`config.mk`:
```
export PLATFORM = sky130hd
export DESIGN_NAME = low_power_timer_compare_reload
export DESIGN_NICKNAME = d
export VERILOG_FILES = /design/src/rtl/lptcr_pkg.sv /design/src/rtl/lptcr_core.sv /design/src/rtl/low_power_timer_compare_reload.sv
export SDC_FILE = /design/constraint.sdc
export NUM_CORES = 1
export LEC_CHECK = 0
export BUFFER_PORTS_ARGS = -buffer_cell sky130_fd_sc_hd__buf_2
export CORE_ASPECT_RATIO = 0.7
export CORE_MARGIN = 8
export CORE_UTILIZATION = 47
export DETAILED_ROUTE_END_ITERATION = 12
export HOLD_SLACK_MARGIN = 0.05
export PLACE_DENSITY = 0.73
export SLEW_MARGIN = 20
export SYNTH_ARGS = -nofsm -noshare
export SYNTH_HDL_FRONTEND = slang
export SYNTH_SLANG_ARGS = --single-unit
```
`constraint.sdc`:
```
create_clock -name i_clk -period 7.6 [get_ports i_clk]
set_clock_uncertainty 0.05 [all_clocks]
set_input_delay 1.9 -clock i_clk [delete_from_list [all_inputs] [get_ports i_clk]]
set_output_delay 1.9 -clock i_clk [all_outputs]
set_load 0.01 [all_outputs]
```
`src/rtl/lptcr_pkg.sv`:
```
// ----------------------------------------------------------------------------
// lptcr_pkg
// Shared types and constants of the low-power timer with compare and reload.
// ----------------------------------------------------------------------------
package lptcr_pkg;

    localparam int COUNT_WIDTH   = 16;
    localparam int PRESCALE_BITS = 3;
    // Widest prescaler limit is 2**(2**PRESCALE_BITS - 1) - 1.
    localparam int PSC_W         = (1 << PRESCALE_BITS) - 1;
    localparam int FLAG_W        = 9;
    localparam int CTL_W         = 3;
    localparam int CFG_SHIFT     = 9;
    localparam int DATA_W        = 32;
    localparam int ACT_W         = 2;
    localparam int IDX_W         = 4;

    // Action codes.
    localparam logic [ACT_W-1:0] ACT_TICK  = 2'd0;
    localparam logic [ACT_W-1:0] ACT_READ  = 2'd1;
    localparam logic [ACT_W-1:0] ACT_WRITE = 2'd2;

    // Register indexes.
    localparam logic [IDX_W-1:0] REG_STATUS  = 4'd0;
    localparam logic [IDX_W-1:0] REG_CLEAR   = 4'd1;
    localparam logic [IDX_W-1:0] REG_ENABLE  = 4'd2;
    localparam logic [IDX_W-1:0] REG_CFG     = 4'd3;
    localparam logic [IDX_W-1:0] REG_CONTROL = 4'd4;
    localparam logic [IDX_W-1:0] REG_COMPARE = 4'd5;
    localparam logic [IDX_W-1:0] REG_RELOAD  = 4'd6;
    localparam logic [IDX_W-1:0] REG_COUNT   = 4'd7;

    // Status bits.
    localparam int F_CMP   = 0;
    localparam int F_OVF   = 1;
    localparam int F_CMPOK = 3;
    localparam int F_RLDOK = 4;

    // Control bits.
    localparam int CTL_EN   = 0;
    localparam int CTL_CONT = 2;

    typedef struct packed {
        logic [ACT_W-1:0]  action;
        logic [IDX_W-1:0]  reg_index;
        logic [DATA_W-1:0] write_data;
    } t_cmd;

    typedef struct packed {
        logic [DATA_W-1:0] read_data;
        logic              irq;
    } t_res;

endpackage

```
`src/rtl/lptcr_core.sv`:
```
// ----------------------------------------------------------------------------
// lptcr_core
// Timer register file, prescaler and counter; one item per cycle of i_fire.
// ----------------------------------------------------------------------------
module lptcr_core
    import lptcr_pkg::*;
(
    input  logic i_clk,
    input  logic i_rst_n,
    input  logic i_fire,
    input  t_cmd i_cmd,
    output t_res o_res
);

    logic [COUNT_WIDTH-1:0]   r_count,   n_count;
    logic [COUNT_WIDTH-1:0]   r_reload,  n_reload;
    logic [COUNT_WIDTH-1:0]   r_compare, n_compare;
    logic [FLAG_W-1:0]        r_status,  n_status;
    logic [FLAG_W-1:0]        r_enable,  n_enable;
    logic [PRESCALE_BITS-1:0] r_sel,     n_sel;
    logic [CTL_W-1:0]         r_ctl,     n_ctl;
    logic [PSC_W-1:0]         r_psc,     n_psc;

    logic [PSC_W-1:0]         w_limit;
    logic [COUNT_WIDTH-1:0]   w_step_count;
    logic [DATA_W-1:0]        w_rd;

    assign w_limit = (PSC_W'(1) << r_sel) - PSC_W'(1);
    // A count at or above the reload wraps to zero.
    assign w_step_count = (r_count >= r_reload) ? '0 : r_count + COUNT_WIDTH'(1);

    always_comb begin
        n_count   = r_count;
        n_reload  = r_reload;
        n_compare = r_compare;
        n_status  = r_status;
        n_enable  = r_enable;
        n_sel     = r_sel;
        n_ctl     = r_ctl;
        n_psc     = r_psc;
        w_rd      = '0;
        unique case (i_cmd.action)
            ACT_TICK: begin
                if (r_ctl[CTL_EN] && r_ctl[CTL_CONT]) begin
                    if (r_psc >= w_limit) begin
                        n_psc   = '0;
                        n_count = w_step_count;
                        if (r_count >= r_reload) n_status[F_OVF] = 1'b1;
                        if (w_step_count == r_compare) n_status[F_CMP] = 1'b1;
                    end else begin
                        n_psc = r_psc + PSC_W'(1);
                    end
                end
            end
            ACT_READ: begin
                unique case (i_cmd.reg_index)
                    REG_STATUS:  w_rd = DATA_W'(r_status);
                    REG_ENABLE:  w_rd = DATA_W'(r_enable);
                    REG_CFG:     w_rd = DATA_W'(r_sel) << CFG_SHIFT;
                    REG_CONTROL: w_rd = DATA_W'(r_ctl);
                    REG_COMPARE: w_rd = DATA_W'(r_compare);
                    REG_RELOAD:  w_rd = DATA_W'(r_reload);
                    REG_COUNT:   w_rd = DATA_W'(r_count);
                    default:     w_rd = '0;
                endcase
            end
            ACT_WRITE: begin
                unique case (i_cmd.reg_index)
                    REG_CLEAR:  n_status = r_status & ~i_cmd.write_data[FLAG_W-1:0];
                    REG_ENABLE: n_enable = i_cmd.write_data[FLAG_W-1:0];
                    REG_CFG:    n_sel = i_cmd.write_data[CFG_SHIFT +: PRESCALE_BITS];
                    REG_CONTROL: begin
                        n_ctl = i_cmd.write_data[CTL_W-1:0];
                        if (!i_cmd.write_data[CTL_EN]) begin
                            n_count = '0;
                            n_psc   = '0;
                        end
                    end
                    REG_COMPARE: begin
                        n_compare         = i_cmd.write_data[COUNT_WIDTH-1:0];
                        n_status[F_CMPOK] = 1'b1;
                    end
                    REG_RELOAD: begin
                        n_reload          = i_cmd.write_data[COUNT_WIDTH-1:0];
                        n_status[F_RLDOK] = 1'b1;
                    end
                    default: begin
                    end
                endcase
            end
            // The unused action code changes nothing.
            default: begin
            end
        endcase
    end

    assign o_res.read_data = w_rd;
    assign o_res.irq       = |(n_status & n_enable);

    always_ff @(posedge i_clk) begin
        if (!i_rst_n) begin
            r_count   <= '0;
            r_reload  <= COUNT_WIDTH'(1);
            r_compare <= '0;
            r_status  <= '0;
            r_enable  <= '0;
            r_sel     <= '0;
            r_ctl     <= '0;
            r_psc     <= '0;
        end else if (i_fire) begin
            r_count   <= n_count;
            r_reload  <= n_reload;
            r_compare <= n_compare;
            r_status  <= n_status;
            r_enable  <= n_enable;
            r_sel     <= n_sel;
            r_ctl     <= n_ctl;
            r_psc     <= n_psc;
        end
    end

endmodule

```
`src/rtl/low_power_timer_compare_reload.sv`:
```
// ----------------------------------------------------------------------------
// low_power_timer_compare_reload
// Low-power timer with prescaler, auto-reload and compare, driven by items.
// ----------------------------------------------------------------------------
// Each input item is a clock tick, a register read or a register write
// (i_action, i_reg_index, i_write_data), taken when i_valid is high and
// o_stall is low. Each item produces exactly one result item (o_read_data,
// o_irq), delivered when o_valid is high and i_stall is low. o_read_data
// holds the register value for reads and zero otherwise; o_irq is the state
// of the interrupt line after the item.
// An item is captured in an input register, executed against the timer
// registers when it advances and lands in the output register; one item is
// accepted in every cycle in which o_stall is low.
// When the receiver stalls, the result held in the output register stays
// stable; one more item may wait in the input register, after which o_stall
// rises until the result is taken.
// Reset clears both pipeline registers and puts the timer in its disabled,
// stopped state with reload one and all flags clear.
// ----------------------------------------------------------------------------
module low_power_timer_compare_reload
    import lptcr_pkg::*;
(
    input  logic              i_clk,
    input  logic              i_rst_n,
    input  logic              i_valid,
    output logic              o_stall,
    input  logic [ACT_W-1:0]  i_action,
    input  logic [IDX_W-1:0]  i_reg_index,
    input  logic [DATA_W-1:0] i_write_data,
    output logic              o_valid,
    input  logic              i_stall,
    output logic [DATA_W-1:0] o_read_data,
    output logic              o_irq
);

    logic r_in_valid;
    t_cmd r_in_cmd;
    logic r_out_valid;
    t_res r_out_res;
    t_res w_res;
    logic w_adv;

    assign w_adv   = r_in_valid && (!r_out_valid || !i_stall);
    assign o_stall = r_in_valid && r_out_valid && i_stall;

    lptcr_core u_core (
        .i_clk   (i_clk),
        .i_rst_n (i_rst_n),
        .i_fire  (w_adv),
        .i_cmd   (r_in_cmd),
        .o_res   (w_res)
    );

    always_ff @(posedge i_clk) begin
        if (!i_rst_n) begin
            r_in_valid  <= 1'b0;
            r_out_valid <= 1'b0;
        end else begin
            if (i_valid && !o_stall) begin
                r_in_valid <= 1'b1;
            end else if (w_adv) begin
                r_in_valid <= 1'b0;
            end
            if (w_adv) begin
                r_out_valid <= 1'b1;
            end else if (!i_stall) begin
                r_out_valid <= 1'b0;
            end
        end
    end

    always_ff @(posedge i_clk) begin
        if (i_valid && !o_stall) begin
            r_in_cmd.action     <= i_action;
            r_in_cmd.reg_index  <= i_reg_index;
            r_in_cmd.write_data <= i_write_data;
        end
        if (w_adv) begin
            r_out_res <= w_res;
        end
    end

    assign o_valid     = r_out_valid;
    assign o_read_data = r_out_res.read_data;
    assign o_irq       = r_out_res.irq;

endmodule

```
After elaboration in Yosys (flattened, before gate mapping)
Cells that the tools add are included.

word-level totals
  flip-flop bits (word level) = 136
  bits of input ports = 42
  bits in writable memories = 0
  ROM bits = 0
  bits in latches = 0
  memories = 0

operators by class
  add/sub/neg operators = 3
  reductions and logical operators = 20
  bitwise operators = 3
  shift-type cells = 1
  multiplexer cells = 28
  multiply operators = 0
  div/mod/pow operators = 0
  eq/ne operators = 15
  magnitude comparators = 2

operators with widths
  operator                                                                count
  16-bit one-hot mux with 7 select lines                                  1
  16-bit two-way mux                                                      5
  7-bit two-way mux                                                       5
  16-bit one-hot mux with 2 select lines                                  1
  9-bit bitwise AND                                                       2
  9-bit two-way mux                                                       2
  16-bit by 1-bit adder with 16-bit output (second input constant)        1
  16-bit equality test                                                    1
  4-bit by 3-bit equality test with 1-bit output (second input constant)  4
  16-bit >= comparator                                                    1
  7-bit one-hot mux with 2 select lines                                   1
  3-bit AND reduction                                                     4
  9-bit NOT                                                               1
  9-bit OR reduction                                                      1
  4-bit by 2-bit equality test with 1-bit output (second input constant)  2
  7-bit by 1-bit adder with 7-bit output (second input constant)          1
  7-bit >= comparator                                                     1
  1-bit by 3-bit left shift with 7-bit output (first input constant)      1
  7-bit by 2-bit subtractor with 7-bit output (second input constant)     1
  1-bit two-way mux                                                       6
  2-bit by 1-bit != test with 1-bit output (second input constant)        3
  6-bit AND reduction                                                     1
  1-bit logical AND                                                       5
  5-bit AND reduction                                                     1
  other kinds (14)                                                        20

Logic depth before layout (Yosys ltp)
Gate-level depths: netlist of run 1.

  depth in word-level cells = 9
  mapped depth = 19
  depth with buffers taken out = 15

By module
Synthesis of run 1 repeated with hierarchy kept, for this count alone.

second synthesis, totals
  cells, all modules = 781
  area, all modules = 7352.1 um^2

modules (own cells, without submodules)
  module                          area an instance (um^2)  instances  sequential area each (um^2)  cells each
  lptcr_core                      5136.2                   1          1581.5                       702
  low_power_timer_compare_reload  2215.9                   1          2172.1                       79

Worst setup path after synthesis of run 1
Ideal clock, no wire load.

  path type = input port to output port
  from = in i_stall
  to = out o_stall
  path slack = 3.530 ns
  stages = 1
  arrival = 2.120 ns
  required time = 5.650 ns
  buffers on the path = 0
  cell sequence = and3_1

between the ends
  word-level cells in the longest chain between the ends = 1

RTL lines
  item               line                                  text
  start, declared    low_power_timer_compare_reload.sv:31  input logic i_stall,
  1-bit logical AND  low_power_timer_compare_reload.sv:44  assign o_stall = r_in_valid && r_out_valid && i_stall;
  end, declared      low_power_timer_compare_reload.sv:26  output logic o_stall,

Every way passes these cells.

Worst setup path in the final report of run 1
Ends and elaborated chain as after synthesis.

==> metrics, run 1 <==
status complete, no violations; Util after Layout 54.7%; Hold WS ~0.41 ns; worst reg2reg path depth 14; worst setup path startpoint i_stall; worst setup path category in -> out; most used cell, CP buf_2; Startpoint Class input pin; Syn. warnings 0; Critical-path top delay cell and3_1; R2R Setup Slk between 3 and 4 ns; power share of the clock group about half; DRT Pass-1 Iters 5; unrepaired setup endpoints after global routing false; share of the synthesized area in the top cell type 23.9%; Routed WL 17.8 mm; Hold Fails Final Rpt 0; WHS Endpoint u_core.r_status[7]; Synth Area per Inst ~9 um^2; CTS Buf Count 17; FP Rows 36; pin count of the biggest net entering global routing 83; measured slew at the worst slew-check pin approximately 1.1 ns; clock latency at the later pin of the worst-skew pair 0.42 ns; post-synthesis sequential area ratio about two fifths; Root Driver clkbuf_16; post-DP HPWL between 10 and 15 mm; Worst Path Required 5.65 ns; Post-CTS Resized 0; setup repair bufs after CTS 0; Total Routing Usage GR around a fifth; Post-CTS Hold Fix Bufs 0; Leak between 2 and 3 nW; area grow syn2layout 12.8%; Hold Crit Class reg -> reg; Initial DRC Count 666; total negative slack 0 ns; Die X-Extent between 150 and 200 um; vias in the first global route about 5400; synthesized flop and latch total 120; max-cap viol count 0; Post-synth top flop dfxtp_1; H-tree levels 4; fmax 0.230 GHz; Worst VDD drop approximately 160 uV; nets slightly below 900; chip height 117 um; power after layout around 1.6 mW; synthesized cell area approximately 6800 um^2; max_slew headroom between 20% and 30%; num ports 77; Port Buf Inserts 44; Comb power frac ~3.9%; fin crit period around 4.4 ns; Congestion Overflow GR 0; Final Non-Filler Cells around 1000; Clock transition at path regs around 0.06 ns; initial core utilization between 40 and 50%; placed inst area between 7000 and 8000 um^2; crit path DAT around 2.4 ns; first-pass GRT wire length ~29 mm; via count 5872; Antenna Cells 0; Netlist cell types 72; Final period util 57.3%; DP Worst Slack 3.29 ns; antenna violations before repair 0; CP cell instances buf_2 -> and3_1 -> buf_2; clock sink count 120; ratio of cells with drive above 1 in the final layout a little over an eighth; Internal Power between 1 and 1.5 mW; min-delay src u_core.r_status[7]; Net Switching around 0.35 mW; Post-synth EDFFs 39; Layout Cell Area excl Fill around 7700 um^2; crit-path max FO 3; placed cell count 971; TritonCTS clock tree done; hold depth 2; Cell Pwr Density between 200 and 250 nW/um^2; Net Sw Frac between 20 and 25%; Vias/cell approximately 6; ys async rst share 0%; GPL Wtd Cong between 0.8 and 0.9; core area ~14000 um^2; Synth area leader dfxtp_1; Slew Limit Fails 0; DR WL/cell 17.8 um; DRT antenna net count 0; max incr delay on CP 0.24 ns; power share of the sequential group around 44%; DRC 0; final setup violation count 0; clk buf depth 2; final worst slack roughly 3.2 ns; Mapped Cells approximately 770; Synth area leaders dfxtp_1, edfxtp_1, nand2_1, a21boi_0, ha_1; Reg-to-Reg End u_core.r_count[11]; RR Startpoint u_core.r_sel[0]; Worst setup EP type output port; Die Footprint 18600 um^2
-- layout by cell type, fill, tap and decap left out, types with 26 or more instances in the layout --
cell      synthesis  final
buf_2            11     44
dfxtp_1          81     81
edfxtp_1         39     39
nand2_1         129    129
nor2_1           50     50
a21boi_0         52     52
a21oi_1          30     30
ha_1             26     26
o21ai_0          27     27
nand3_1          26     26
a22oi_1          28     28
-- sequential cells by signal, summed over array words and instances (netlist names) --
name / flops
u_core.r_psc: 7
u_core.r_sel: 3
r_in_valid: 1
u_core.r_count: 16
o_read_data: 16
u_core.r_enable: 9
o_valid: 1
u_core.r_compare: 16
u_core.r_reload: 16
o_irq: 1
r_in_cmd: 22
u_core.r_ctl: 3
u_core.r_status: 9
-- how the worst max path moves through the flow --
stage / end / slack [ns] / cells past startpoint
after floorplan: o_stall / 3.53 / 1
after global placement: o_stall / 3.29 / 3
after detailed placement: o_stall / 3.29 / 3
after CTS: o_stall / 3.28 / 3
after global routing: o_stall / 3.19 / 3
final: o_stall / 3.24 / 3
-- cells by family (layout without fill, tap and decap cells) --
group	Yosys count	count (layout)	share of synthesized area, %
buf+inv	86	110	5.95
other cells	1	16	0.0552
compound gates	205	205	21.0
flops	120	120	41.1
mux	10	10	1.62
simple gates	307	307	23.0
fa+ha+maj	26	26	4.79
xor+xnor	19	19	2.45
-- power by group through the flow --
stage          clock [mW]  sequential (mW)  combinational, mW
2_1_floorplan           0            0.698             0.0442
6_report            0.805            0.690             0.0604
3_5_place_dp            0            0.702             0.0591
5_1_grt             0.842            0.691             0.0662
3_3_place_gp            0            0.702             0.0587
4_1_cts             0.814            0.689             0.0592
-- cell usage after synthesis, types with 18 or more instances --
cell      instances
o21ai_0          27
a21oi_1          30
nor2b_1          18
a22oi_1          28
a21boi_0         52
dfxtp_1          81
nor2_1           50
clkbuf_1         29
inv_1            25
nand2_1         129
edfxtp_1         39
ha_1             26
nand3_1          26
-- area by class of cell --
type / instances / area [um^2]
inverters: 26 / 97.6
clock inverters: 13 / 155
multi-input cells: 583 / 3660
well taps: 190 / 238
flip-flops and latches: 120 / 2790
fillers: 1269 / 6350
repair buffers: 52 / 280
clock buffers: 19 / 433
-- routing by layer --
metal  part of all wire (%)  track usage (%)
met2                     41             27.9
met3                     10             5.81
met5                      0                0
met4                    1.5             7.01
met1                     47             26.9
-- critical path, delay by kind of cell --
family                 cells  cell delay, ns
AND/OR/NAND/NOR            1            0.24
buffers and inverters      2            0.26
(Power assumes the default switching activity.)
==> run 2: changes to the inputs <==
--- a/config.mk
+++ b/config.mk
@@ -11,7 +11,7 @@
 export CORE_UTILIZATION = 47
 export DETAILED_ROUTE_END_ITERATION = 12
 export HOLD_SLACK_MARGIN = 0.05
-export PLACE_DENSITY = 0.73
+export PLACE_DENSITY = 0.76
 export SLEW_MARGIN = 20
 export SYNTH_ARGS = -nofsm -noshare
 export SYNTH_HDL_FRONTEND = slang
==> constraint.sdc (replaced) <==
create_clock -name i_clk -period 3.5 [get_ports i_clk]
set_clock_uncertainty 0.05 [all_clocks]
set_input_delay 0.875 -clock i_clk [delete_from_list [all_inputs] [get_ports i_clk]]
set_output_delay 0.875 -clock i_clk [all_outputs]
set_load 0.01 [all_outputs]
==> metrics, run 2 (synthesized netlist as in run 1, its figures left out) <==
Largest Register r_in_cmd; clk buf depth 2 (unchanged); Clock transition at path regs 0.05 ns (about the same); unrepaired setup endpoints after global routing false; Congestion Overflow GR 0 (unchanged); Antenna Cells 0 (unchanged); FP Rows 36 (unchanged); R2R Setup Slk 0.18 ns (-3.50 ns); fmax between 0.3 and 0.4 GHz; initial core utilization 48.5% (unchanged); Worst Path Buf+Inv 1 (-1); Leak 2.81 nW (+6.2%); TritonCTS clock tree done; Routed WL 18.4 mm (+3.4%); most used cell, CP a21oi_1; DRC 0 (unchanged); measured slew at the worst slew-check pin 0.841 ns (-0.274 ns); fin crit period between 3 and 4 ns; Hold Fails Final Rpt 0 (unchanged); max_slew headroom 44.0% (+19 points); core area 14000 um^2 (unchanged); Post-CTS Hold Fix Bufs 0 (unchanged); Root Driver clkbuf_16; max incr delay on CP 0.39 ns (+0.15 ns); antenna violations before repair 0 (unchanged); WL met3 2.04 mm (+10%); chip height 117 um (unchanged); Hold Crit Class reg -> reg; worst reg2reg path depth 14 (unchanged); Total Routing Usage GR 19.9% (+0.57 points); CTS Buf Count 17 (unchanged); GPL Wtd Cong 0.903 (+2.7%); DP Worst Slack 0.0937 ns (-3.19 ns); Worst VDD drop 318 uV (+100%); Worst setup EP type register; clock sink count 120 (unchanged); DR top layer met4; Startpoint Class register; hold depth 2 (unchanged); Worst Path Required 3.59 ns (-2.06 ns); Critical-path top delay cell dfxtp_1; max reg flops 22 (unchanged); status complete, no violations; via count 5999 (+2.2%); Initial DRC Count 586 (-12%); crit-path max FO 8 (+5); nets 895 (+3.1%); met1 WL 8.45 mm (+0.58%); pin count of the biggest net entering global routing 50 (-40%); clock latency at the later pin of the worst-skew pair 0.42 ns (about the same); crit path DAT 3.42 ns (+1.01 ns); ratio of cells with drive above 1 in the final layout 16.7% (+3.3 points); Die Footprint 18600 um^2 (unchanged); final worst slack 0.179 ns (-3.06 ns); Port Buf Inserts 44 (unchanged); DRT Pass-1 Iters 5 (unchanged); Final period util a little over nine tenths; CP Depth 14 (+11); post-DP HPWL 13.0 mm (+3.6%); max-cap viol count 0 (unchanged); DR WL/cell 17.9 um (+0.77%); most frequent cells in the layout nand2_1, dfxtp_1, a21boi_0; Cell Pwr Density 441 nW/um^2 (+120%); commonest non-fill, non-tap cell in the layout nand2_1; vias in the first global route 5762 (+5.9%); H-tree levels 4 (unchanged); area grow syn2layout 16.9%; worst setup path category reg -> reg; CP cell instances or3_1 -> ha_1 -> buf_4 -> o211a_1 -> a21oi_1 -> ha_1 -> a21o_1 -> a21oi_1 -> nor2b_1 -> o21ai_2 -> a41oi_2 -> a21oi_1 -> nor3_1 -> o31ai_2; total negative slack 0 ns (unchanged); DRT antenna net count 0 (unchanged); crit-path leading delay family compound AO/OA/AOI/OAI gates; met2 routed WL 7.69 mm (+5.2%); num ports 77 (unchanged); final setup violation count 0 (unchanged); Slew Limit Fails 0 (unchanged); Vias/cell 5.83 (-0.42%); Die X-Extent 160 um (unchanged); first-pass GRT wire length 29.7 mm (+3.6%)
==> run 2: area by class of cell <==
type                    count  area [um^2]
clock buffers              23          488
flip-flops and latches    120         2790
multi-input cells         583         3680
repair buffers             79          495
well taps                 190          238
clock inverters             8          144
fillers                  1237         6070
inverters                  26         97.6
==> run 2: path summary, 6_finish.rpt <==
path / from / to
setup / recovery: u_core.r_sel[2] / o_irq
hold / removal: u_core.r_status[7] / u_core.r_status[7]
setup reg to reg: u_core.r_sel[2] / o_irq
hold reg to reg: u_core.r_status[7] / u_core.r_status[7]
==> run 2: routing by layer <==
metal	vias to the layer above	global-route usage [%]
met5	-	0
met4	0	5.32
met3	25	7.04
met2	296	30.0
met1	2829	26.7
li1	2849	-
==> run 2: tightest hold or removal path, stage by stage (launching register included) <==
cell,delay (ns)
dfxtp_1,0.32
nand2_1,0.06
a21oi_1,0.03
==> run 2: power breakdown <==
group          leakage (nW)  internal (mW)  switching (mW)
clock                 0.303           1.26           0.605
combinational          1.48         0.0505          0.0866
sequential             1.02           1.47          0.0305
total                  2.81           2.78           0.723
==> run 2: per-stage QoR <==
step / hold WS (ns) / utilization, % / area (um^2) / power, mW / cells
2_1_floorplan: 0.371 / - / 6850 / 1.61 / 789
3_3_place_gp: 0.392 / 51.9 / 7280 / 1.66 / 997
3_5_place_dp: 0.396 / 51.9 / 7280 / 1.66 / 997
4_1_cts: 0.407 / 56.4 / 7910 / 3.51 / 1028
5_1_grt: 0.428 / 56.7 / 7940 / 3.58 / 1029
6_report: 0.408 / 56.7 / 7940 / 3.50 / 1029
==> run 2: timing repair <==
item / 4_1_cts / 5_1_grt
setup endpoints to repair: 0 / 17
gates resized for setup: 0 / 6
buffers inserted: 0 / 1
==> run 3: changes to the inputs <==
--- a/config.mk
+++ b/config.mk
@@ -9,9 +9,10 @@
 export CORE_ASPECT_RATIO = 0.7
 export CORE_MARGIN = 8
 export CORE_UTILIZATION = 47
+export CTS_CLUSTER_DIAMETER = 40
 export DETAILED_ROUTE_END_ITERATION = 12
 export HOLD_SLACK_MARGIN = 0.05
-export PLACE_DENSITY = 0.76
+export PLACE_DENSITY = 0.73
 export SLEW_MARGIN = 20
 export SYNTH_ARGS = -nofsm -noshare
 export SYNTH_HDL_FRONTEND = slang
==> constraint.sdc (replaced) <==
create_clock -name i_clk -period 3.63 [get_ports i_clk]
set_clock_uncertainty 0.05 [all_clocks]
set_input_delay 0.9075 -clock i_clk [delete_from_list [all_inputs] [get_ports i_clk]]
set_output_delay 0.9075 -clock i_clk [all_outputs]
set_load 0.01 [all_outputs]
==> metrics, run 3 (synthesized netlist as in run 1, its figures left out) <==
crit-path max FO 8 (unchanged); Die Footprint 18600 um^2 (unchanged); nets 886 (-1.0%); Worst Path Required 3.72 ns (+0.13 ns); Util after Layout 55.8% (-0.86 points); placed inst area 7230 um^2 (-0.65%); Vias/cell 5.77 (-0.98%); FP Rows 36 (unchanged); Antenna Cells 0 (unchanged); area taken by multi-input logic gates 3670 um^2 (-0.34%); CTS Buf Count 17 (unchanged); Routed WL 18.5 mm (+0.44%); core area 14000 um^2 (unchanged); max_slew headroom 44.2% (+0.22 points); Worst VDD drop 316 uV (-0.66%); Largest Register r_in_cmd; unrepaired setup endpoints after global routing false; Fillers 1276 (+3.2%); Startpoint Class register; antenna violations before repair 0 (unchanged); chip height 117 um (unchanged); clock latency at the later pin of the worst-skew pair 0.41 ns (about the same); DP Worst Slack 0.156 ns (+0.0628 ns); num ports 77 (unchanged); total negative slack 0 ns (unchanged); DRT Pass-1 Iters 5 (unchanged); Clock transition at path regs 0.05 ns (about the same); Die X-Extent 160 um (unchanged); H-tree levels 4 (unchanged); TritonCTS clock tree done; final setup violation count 0 (unchanged); Slew Limit Fails 0 (unchanged); measured slew at the worst slew-check pin 0.829 ns (-0.0121 ns); Leak 2.74 nW (-2.3%); DRC 0 (unchanged); met1 WL 8.86 mm (+4.8%); clock sink count 120 (unchanged); Port Buf Inserts 44 (unchanged); Worst setup EP type register; commonest non-fill, non-tap cell in the layout nand2_1; status complete, no violations; pin count of the biggest net entering global routing 48 (-4.0%); Initial DRC Count 599 (+2.2%); post-DP HPWL 13.2 mm (+1.2%); met2 routed WL 7.73 mm (+0.55%); Post-CTS Hold Fix Bufs 0 (unchanged); initial core utilization 48.5% (unchanged); Final period util 94.0% (-0.83 points); Cell Pwr Density 416 nW/um^2 (-5.6%); via count 5888 (-1.9%); first-pass GRT wire length 30.1 mm (+1.4%); GPL Wtd Cong 0.873 (-3.3%); Layout Cell Area excl Fill 7820 um^2 (-1.5%); Hold WS 0.413 ns (+0.00508 ns); worst setup path category reg -> reg; max reg flops 22 (unchanged); max-cap viol count 0 (unchanged); FF+latch area 2790 um^2 (unchanged); crit path DAT 3.50 ns (+0.08 ns); Final Non-Filler Cells 1020 (-0.87%); WL met3 1.62 mm (-20%); Congestion Overflow GR 0 (unchanged); placed cell count 989 (-0.80%); Hold Crit Class reg -> reg; setup repair bufs after CTS 0 (unchanged); Root Driver clkbuf_16; Total Routing Usage GR 20.3% (+0.42 points); ratio of cells with drive above 1 in the final layout 15.4% (-1.3 points); power after layout 3.25 mW (-7.1%); clk buf depth 2 (unchanged); DR top layer met4; final worst slack 0.216 ns (+0.0369 ns); fin crit period 3.41 ns (+0.0931 ns); DR WL/cell 18.2 um (+1.3%); Hold Fails Final Rpt 0 (unchanged); most frequent cells in the layout nand2_1, dfxtp_1, a21boi_0; DRT antenna net count 0 (unchanged); fmax 0.293 GHz (-2.7%); vias in the first global route 5640 (-2.1%); area grow syn2layout 15.1%
## run 3: report_power, final
part / internal [mW] / switching, mW
Clock: 1.09 / 0.591
Combinational: 0.0486 / 0.0832
Sequential: 1.41 / 0.0289
## run 3: worst paths after layout
path,end,cells past startpoint,from,slack [ns]
max,o_irq,14,u_core.r_sel[1],0.22
min,u_core.r_status[6],2,u_core.r_status[6],0.41
max reg2reg,o_irq,14,u_core.r_sel[1],0.22
min reg2reg,u_core.r_status[6],2,u_core.r_status[6],0.41
## run 3: area by class of cell
type / instances / share of cell area [%]
sequential: 120 / 35.7
clock inverter: 10 / 1.65
tap: 190 / 3.04
timing repair buffer: 70 / 5.63
inverter: 26 / 1.25
multi-input combinational: 583 / 47.0
clock buffer: 21 / 5.76
## run 3: metal layers
metal	global-route usage, %	vias to the layer above
met1	28.8	2768
li1	-	2825
met2	30.1	270
met4	6.57	0
met3	4.58	25
met5	0	-
## run 3: what timing repair did
item	CTS	global route
setup endpoints to repair	0	5
endpoints found under the hold margin	0	0
gates resized for setup	0	4
## run 3: worst max-delay path, stage by stage, from the launching register on
cell	delay [ns]
dfxtp_1	0.38
or3_1	0.42
ha_1	0.29
nor3_1	0.16
a21o_1	0.10
a21oi_1	0.06
ha_1	0.30
a21o_1	0.19
a21oi_1	0.15
nor2b_1	0.17
o21ai_2	0.10
a41oi_1	0.34
a21oi_1	0.11
nor3_1	0.20
o31ai_2	0.13
